<file path="src/rtl/mbmm_pkg.sv">
// Shared types, address map constants and helper functions of the main bus decoder.
package mbmm_pkg;

   localparam int unsigned ADDR_W      = 16;
   localparam int unsigned DATA_W      = 8;
   localparam int unsigned SCROLL_W    = 9;
   localparam int unsigned CSR_INDEX_W = 1;

   localparam int unsigned ROM_DEPTH  = 49152;
   localparam int unsigned VRAM_DEPTH = 2048;
   localparam int unsigned WRAM_DEPTH = 8192;
   localparam int unsigned ROM_IDX_W  = $clog2(ROM_DEPTH);
   localparam int unsigned VRAM_IDX_W = $clog2(VRAM_DEPTH);
   localparam int unsigned WRAM_IDX_W = $clog2(WRAM_DEPTH);

   localparam logic [ADDR_W-1:0] ROM_TOP      = 16'hBFFF;
   localparam logic [ADDR_W-1:0] IN0_ADDR     = 16'hC000;
   localparam logic [ADDR_W-1:0] IN1_ADDR     = 16'hC001;
   localparam logic [ADDR_W-1:0] IN2_ADDR     = 16'hC002;
   localparam logic [ADDR_W-1:0] DIPA_ADDR    = 16'hC003;
   localparam logic [ADDR_W-1:0] DIPB_ADDR    = 16'hC004;
   localparam logic [ADDR_W-1:0] LATCH_ADDR   = 16'hC800;
   localparam logic [ADDR_W-1:0] CTRL_ADDR    = 16'hC804;
   localparam logic [ADDR_W-1:0] SCRY_LO_ADDR = 16'hC808;
   localparam logic [ADDR_W-1:0] SCRY_HI_ADDR = 16'hC809;
   localparam logic [ADDR_W-1:0] SCRX_LO_ADDR = 16'hC80A;
   localparam logic [ADDR_W-1:0] SCRX_HI_ADDR = 16'hC80B;
   localparam logic [ADDR_W-1:0] CHAR_BASE    = 16'hD000;
   localparam logic [ADDR_W-1:0] CHAR_TOP     = 16'hD7FF;
   localparam logic [ADDR_W-1:0] TILE_BASE    = 16'hD800;
   localparam logic [ADDR_W-1:0] TILE_TOP     = 16'hDFFF;
   localparam logic [ADDR_W-1:0] WORK_BASE    = 16'hE000;

   localparam int unsigned HOLD_BIT = 4;
   localparam int unsigned FLIP_BIT = 7;

   localparam logic [DATA_W-1:0] OPEN_BUS  = 8'hFF;
   localparam logic [DATA_W-1:0] DIP_RESET = 8'hFF;

   localparam logic [CSR_INDEX_W-1:0] CSR_DIP_A = 1'b0;
   localparam logic [CSR_INDEX_W-1:0] CSR_DIP_B = 1'b1;

   typedef enum logic [1:0] {
      KIND_READ  = 2'd0,
      KIND_FETCH = 2'd1,
      KIND_WRITE = 2'd2,
      KIND_LOAD  = 2'd3
   } kind_type;

   typedef enum logic [3:0] {
      REGION_ROM,
      REGION_IN0,
      REGION_IN1,
      REGION_IN2,
      REGION_DIPA,
      REGION_DIPB,
      REGION_CHAR,
      REGION_TILE,
      REGION_WORK,
      REGION_NONE
   } region_type;

   typedef enum logic [1:0] {
      MEM_ROM,
      MEM_CHAR,
      MEM_TILE,
      MEM_WORK
   } mem_sel_type;

   typedef struct packed {
      logic                rd;
      logic                wr;
      mem_sel_type         sel;
      logic [ADDR_W-1:0]   addr;
      logic [DATA_W-1:0]   wdata;
   } mem_req_type;

   typedef struct packed {
      logic [SCROLL_W-1:0] scroll_x;
      logic [SCROLL_W-1:0] scroll_y;
      logic [DATA_W-1:0]   latch;
      logic                flip;
      logic                hold;
   } ctrl_state_type;

   function automatic region_type decode_region(input logic [ADDR_W-1:0] a);
      region_type r;
      if (a <= ROM_TOP)                          r = REGION_ROM;
      else if (a == IN0_ADDR)                    r = REGION_IN0;
      else if (a == IN1_ADDR)                    r = REGION_IN1;
      else if (a == IN2_ADDR)                    r = REGION_IN2;
      else if (a == DIPA_ADDR)                   r = REGION_DIPA;
      else if (a == DIPB_ADDR)                   r = REGION_DIPB;
      else if (a >= CHAR_BASE && a <= CHAR_TOP)  r = REGION_CHAR;
      else if (a >= TILE_BASE && a <= TILE_TOP)  r = REGION_TILE;
      else if (a >= WORK_BASE)                   r = REGION_WORK;
      else                                       r = REGION_NONE;
      return r;
   endfunction

   // Opcode scramble: result bits 7..0 are stored bits 3,2,1,4,7,6,5,0.
   function automatic logic [DATA_W-1:0] permute_opcode(input logic [DATA_W-1:0] v);
      return {v[3], v[2], v[1], v[4], v[7], v[6], v[5], v[0]};
   endfunction

endpackage

</file>
<file path="src/rtl/mbmm_ctrl_regs.sv">
// Scroll, sound latch, flip and hold registers plus the DIP switch registers.
module mbmm_ctrl_regs
   import mbmm_pkg::*;
(
   input  logic                   clock,
   input  logic                   reset,
   input  logic                   wr_en,
   input  logic [ADDR_W-1:0]      addr,
   input  logic [DATA_W-1:0]      wdata,
   input  logic                   csr_write_enable,
   input  logic [CSR_INDEX_W-1:0] csr_index,
   input  logic [DATA_W-1:0]      csr_write_data,
   output ctrl_state_type         post_state,
   output logic                   release_pulse,
   output logic [DATA_W-1:0]      dip_a,
   output logic [DATA_W-1:0]      dip_b
);

   ctrl_state_type    state_ff, state_in;
   logic [DATA_W-1:0] dip_a_ff, dip_a_in;
   logic [DATA_W-1:0] dip_b_ff, dip_b_in;

   always_comb begin
      state_in      = state_ff;
      release_pulse = 1'b0;
      if (wr_en) begin
         unique case (addr)
            LATCH_ADDR: state_in.latch = wdata;
            CTRL_ADDR: begin
               state_in.hold = wdata[HOLD_BIT];
               state_in.flip = wdata[FLIP_BIT];
               release_pulse = state_ff.hold && !wdata[HOLD_BIT];
            end
            SCRY_LO_ADDR: state_in.scroll_y = {state_ff.scroll_y[SCROLL_W-1], wdata};
            SCRY_HI_ADDR: state_in.scroll_y = {wdata[0], state_ff.scroll_y[SCROLL_W-2:0]};
            SCRX_LO_ADDR: state_in.scroll_x = {state_ff.scroll_x[SCROLL_W-1], wdata};
            SCRX_HI_ADDR: state_in.scroll_x = {wdata[0], state_ff.scroll_x[SCROLL_W-2:0]};
            default: ;
         endcase
      end
   end

   always_comb begin
      dip_a_in = dip_a_ff;
      dip_b_in = dip_b_ff;
      if (csr_write_enable) begin
         unique case (csr_index)
            CSR_DIP_A: dip_a_in = csr_write_data;
            CSR_DIP_B: dip_b_in = csr_write_data;
            default: ;
         endcase
      end
   end

   always_ff @(posedge clock) begin
      if (reset) begin
         state_ff <= '{scroll_x: '0, scroll_y: '0, latch: '0, flip: 1'b0, hold: 1'b1};
         dip_a_ff <= DIP_RESET;
         dip_b_ff <= DIP_RESET;
      end else begin
         state_ff <= state_in;
         dip_a_ff <= dip_a_in;
         dip_b_ff <= dip_b_in;
      end
   end

   assign post_state = state_in;
   assign dip_a      = dip_a_ff;
   assign dip_b      = dip_b_ff;

endmodule

</file>
<file path="config.mk">
export PLATFORM = sky130hd
export DESIGN_NAME = mbmm_ctrl_regs
export DESIGN_NICKNAME = d
export VERILOG_FILES = /design/src/rtl/mbmm_pkg.sv /design/src/rtl/mbmm_ctrl_regs.sv
export SDC_FILE = /design/constraint.sdc
export NUM_CORES = 1
export LEC_CHECK = 0
export BUFFER_PORTS_ARGS = -buffer_cell sky130_fd_sc_hd__clkbuf_2
export CAP_MARGIN = 20
export CORE_MARGIN = 10
export CORE_UTILIZATION = 35
export CTS_CLUSTER_DIAMETER = 50
export DETAILED_ROUTE_END_ITERATION = 8
export PLACE_DENSITY_LB_ADDON = 0.3
export SETUP_SLACK_MARGIN = 0.4
export SYNTH_ARGS = -nofsm -noshare
export SYNTH_HDL_FRONTEND = slang
export SYNTH_SLANG_ARGS = --single-unit
</file>
<file path="constraint.sdc">
create_clock -name clock -period 3.3 [get_ports clock]
set_input_delay 0.33 -clock clock [delete_from_list [all_inputs] [get_ports clock]]
set_output_delay 0.33 -clock clock [all_outputs]
set_load 0.01 [all_outputs]
</file>
# Yosys cells after proc, flatten, opt, wreduce, memory -nomap -nowiden
# Index checks and enable logic that the tools add are counted.
# op_classes
reduce_logical	4
shift	0
eq_ne	6
bitwise_logic	1
mux	7
n_mul	0
div_mod_pow	0
order_cmp	0
addsub	0
# ops
cell	n
$eq 16x16->1 const B	6
$pmux 9 s2	2
$mux 28	1
$mux 8	1
$reduce_and 2->1	2
$mux 1	2
$mux 2	1
$logic_and 1x1->1	1
$logic_not 1->1	1
$not 1->1	1
# totals
ram_bits	0
reg_bits	44
rom_bits	0
word_cells	25
in_bits	37
out_inout_bits	45
latch_bits	0
mem_count	0

# Longest topological paths before layout
# logic_depth
ltp_word	4
mapped_depth	6
depth_no_buf	4

# Least setup slack after synthesis
# Ideal clock, no wire load.
# synth_path
path_kind	input port to output port
from	input addr[6]
to	output post_state[19] (netlist name)
arrival_ns	1.599
n_path_buf	1
path_stages	5
path_slack_ns	1.371
required_time_ns	2.970
path_cell_list	nor4_4 and4b_4 and4_4 buf_8 mux2_4
# synth_rtl
item	line_no	text
start: declaration	mbmm_ctrl_regs.sv:8	input logic [ADDR_W-1:0] addr,
end: declaration	mbmm_ctrl_regs.sv:13	output ctrl_state_type post_state,

==> reports/metrics.sh <==
WORSTPATHREQUIRED_NS=2.97
CTSROOTBUFFERMASTER='sky130_fd_sc_hd__clkbuf_8'
VIAS_PER_CELL=4.92
PORTBUFFERS=81
YOSYSUNIQUECELLTYPES=38
WORST_HOLD_PATH.NUM_CELLS=2
CRIT_END_ELEMENT='output pin'
GRT_SETUP_UNREPAIRED='no'
POST-SYNTH-TOP-COUNT-CELL='sky130_fd_sc_hd__nand2_1'
INITIAL_UTILIZATION=0.369
LAYOUT_WORST_PATH_CYCLE_SHARE=0.699
PLACEABLECOREAREA_UM2=6030
POSTCTSRESIZEDCELLS=0
WORST_HOLD_STARTPOINT='reset'
FINAL_NET_COUNT=343
FILL_CELLS=634
SYN-NUM-NETS=268
MIN_DELAY_WORST_ENDPOINT='state_ff[27]$_SDFF_PP0_'
LAYOUTNONFILLERINSTCOUNT=382
CLOCK_SINK_COUNT=44
YOSYS.AREA_SHARE.XOR_XNOR=0
SYNTH_LARGEST_TYPE_AREA_FRACTION=0.396
MAX-CAP-VIOLATIONS=0
VIAS_IN_THE_FIRST_GLOBAL_ROUTE=1958
POSTPLACECELLAREA_UM2=2650
INITIALDRTVIOLATIONCOUNT=39
LARGEST_AREA_CONTRIBUTOR_IN_THE_NETLIST='sky130_fd_sc_hd__dfxtp_1'
TOP_DELAY_FAMILY_ON_CRIT_PATH='simple AND/OR/NAND/NOR gates'
CRIT_PATH_CELL_TRACE='clkbuf_2, nor3_1, and4_1, nand3_4, mux2_2, clkbuf_2'
GLOBAL_ROUTE.OVERFLOW_TOTAL=0
CP_ARRIVAL_NS=1.98
DRT_PASS1_ITERATIONS=4
FIN_TNS_SETUP_NS=0
DIE_AREA_UM2=9940
REPORT.FINAL.HOLD_VIOL_COUNT=0
POWER.INTERNAL_mW=0.755
GRT.TOTAL_USAGE=0.115
CRITICAL_PATH.MOST_COMMON_CELL='sky130_fd_sc_hd__clkbuf_2'
POWER.NET_SWITCHING_mW=0.251
SYNTH_TOP_FAMILY_BY_AREA='simple AND/OR/NAND/NOR gates'
TRITONCTS.NUM_BUFFERS=5
REPORT.FINAL.SETUP_VIOL=0
NET_SW_FRAC=0.249
WORST-PATH-MAX-FANOUT=8
SYNTH-EDFF-COUNT=0
SETUP_CLOCK_SKEW_AFTER_LAYOUT_NS=0
DETAIL-ROUTE-ANTENNA-NETS=0
WORSTMARGINPINSLEW_NS=0.628
TRITONCTS_CLOCK_TREE='built'
CHIPHEIGHT_UM=99.7
FINAL_MAX_SLEW_VIOLATION_COUNT=0
WORST_PATH_LARGEST_CELL_DELAY_NS=0.49
TIMING.SLEW.HEADROOM=0.581
DIE_W_UM=99.7
CP_NUM_BUF_INV=2
MAX-CLOCK-PATH-BUFFERS=2
SYN_AREA_PER_CELL_UM2=9.62
DPL.CELL_COUNT=374
SYNTH_ASYNC_SR_FLOP_SHARE=0
POSTROUTEWIRELENGTH_UM=5700
NUM_VIAS=1878
DRT_DRC_VIOLATIONS_LEFT=0
RR_ENDPOINT='state_ff[22]$_SDFF_PP0_'
YS.WARNINGS.COUNT=0
DOMINANTREGCELLSYNTH='sky130_fd_sc_hd__dfxtp_1'
SYNTH_TOP_CELLS_BY_AREA='sky130_fd_sc_hd__dfxtp_1 (40%), sky130_fd_sc_hd__mux2i_1 (12%), sky130_fd_sc_hd__nand2_1 (10%)'
OUTCOME='finished, final reports clean'
SYNTH_AREA_UM2=2220
POST_CTS.REPAIR.SETUP_BUFFERS=0
DRIVE_ABOVE_1_SHARE=0.407
ROW_COUNT=28
YOSYS_REGISTER_BITS=44
SYNTHTOLAYOUTAREAGROWTH_PCT=23.4
CRITICAL-PATH-SLOWEST-CELL='sky130_fd_sc_hd__and4_1'
DESIGN_AREA_UM2=2740
IRDROPWORSTVDD_mV=0.200
POWER.SHARE.CLOCK=0.347
MAX_FREQ_GHz=0.434
DESIGN_POWER_TOTAL_mW=1.01
WORST_R2R_PATH_DEPTH=2
SYNTH.MUX.AREA_FRACTION=0.262
FINAL_PERIOD_MINUS_WORST_SETUP_SLACK_NS=2.31
GLOBALPLACE.CONGESTION=0.745
INSERTION_DELAY_NS=0.29
YOSYSSEQAREASHARE=0.396
SYNTH_COMPOUND_GATE_AREA_SHARE=0.0101
P_LEAK_nW=1.40
CRITICALPATHCATEGORY='input pin to output pin'
ANTENNADIODECOUNT=0
ANTENNA_FOUND_INITIAL=0
AVGROUTEDWIREPERCELL_UM=14.9
POST_SYNTH_MOST_FREQUENT_CELLS='sky130_fd_sc_hd__nand2_1 (61), sky130_fd_sc_hd__dfxtp_1 (44), sky130_fd_sc_hd__mux2i_1 (26), sky130_fd_sc_hd__nand3_1 (25), sky130_fd_sc_hd__mux2_2 (17)'
LARGEST_NET_DEGREE_AT_THE_START_OF_GLOBAL_ROUTING=30
CTS_HOLD_BUFFERS=0
POST-DP-HPWL_UM=4500
SYNTHSIMPLEGATEAREAFRAC=0.293
SYNTHESIS.INSTANCES=231
WORST_SETUP_HOLD_PATH_CLK_SLEW_NS=0.08
PWR_DENSITY_CELL_nW_PER_UM2=367
GLOBAL_ROUTE_WIRE_LENGTH_BEFORE_REPAIR_UM=9540
WORSTSETUPSTARTPOINTTYPE='input pin'
HTREE_NUM_LEVELS=2
HOLD_CRIT_PATH_TYPE='input pin to register'
SEQUENTIALPOWERSHARE=0.547
SYNTH-ADDER-AREA-SHARE=0
SETUP.REG_TO_REG.WORST_SLACK_NS=2.69
SHARE_COMB_OF_TOTAL_POWER=0.106
CRITICAL_PATH.REG2REG.STARTPOINT='state_ff[22]$_SDFF_PP0_'
IOPINCOUNT=82
layout by cell type (no fill, tap or decap), drive strengths merged:
cell and instances:
and2 3, mux2 26, nand4b 2, and4b 1, nand2 61, nor4 1
nand3 27, nor2 4, o21ai 1, clkinvlp 1, or3b 1, nor3b 1
mux2i 26, nor3 2, inv 1, o31ai 1, a21oi 2, nand2b 3
and4 2, clkbuf 88, nor2b 2, dfxtp 44, nand4 4, and4bb 2
buf 1
layer usage:
layer / GRT usage / vias to the layer above / wire length, um / share of wire
li1: - / 953 / - / -
met1: 0.131 / 858 / 2430 / 0.43
met2: 0.182 / 63 / 2600 / 0.46
met3: 0.0637 / 4 / 624 / 0.11
met4: 0.0298 / 0 / 42 / 0.0074
met5: 0 / - / 0 / 0
flip-flops by register name, indices dropped and copies added (netlist names):
register  cells
dip_a         8
dip_b         8
state_ff     28
power groups by stage:
stage          combinational [mW]  sequential [mW]  clock (mW)
6_report                    0.106            0.551       0.349
5_1_grt                     0.122            0.553       0.389
4_1_cts                     0.108            0.551       0.364
3_5_place_dp                0.108            0.563           0
3_3_place_gp                0.107            0.562           0
2_1_floorplan              0.0486            0.569           0
cells by family (layout without fill, tap and decap cells):
kind of cell / Yosys count / count (layout)
AND/OR/NAND/NOR: 116 / 116
multiplexers: 52 / 52
flip-flops: 44 / 44
buffers and inverters: 15 / 91
AO/OA/AOI/OAI: 4 / 4
worst max path at each step:
| stage | endpoint | slack [ns] | startpoint | depth (start not counted) |
|---|---|---|---|---|
| after global routing | post_state[13] | 0.84 | addr[5] | 6 |
| after global placement | post_state[3] | 1.02 | addr[5] | 6 |
| after floorplan | post_state[19] | 1.37 | addr[6] | 5 |
| after CTS | post_state[3] | 0.99 | addr[5] | 6 |
| after detailed placement | post_state[3] | 0.99 | addr[5] | 6 |
| final | post_state[3] | 0.99 | addr[5] | 6 |
area by class of cell:
type | instances | area, um^2 | share of cell area
clock buffers | 7 | 86.3 | 0.0315
clock inverters | 1 | 7.51 | 0.00274
inverters | 1 | 3.75 | 0.00137
multi-input cells | 172 | 1260 | 0.458
flip-flops and latches | 44 | 881 | 0.321
well taps | 75 | 93.8 | 0.0342
repair buffers | 82 | 413 | 0.151
worst reg2reg max path, stage by stage (launching register included):
cell and delay, ns:
sky130_fd_sc_hd__dfxtp_1 0.35, sky130_fd_sc_hd__nand2_1 0.05, sky130_fd_sc_hd__mux2i_1 0.13
per-stage QoR:
stage / utilization / worst slack [ns] / hold WS, ns
final: 0.455 / 0.994 / 0.257
after CTS: 0.455 / 0.990 / 0.251
after global placement: 0.440 / 1.02 / 0.439
after global routing: 0.455 / 0.837 / 0.265
after detailed placement: 0.440 / 0.992 / 0.451
after floorplan: - / 1.37 / 0.399
Power figures use the tool's default switching activity.
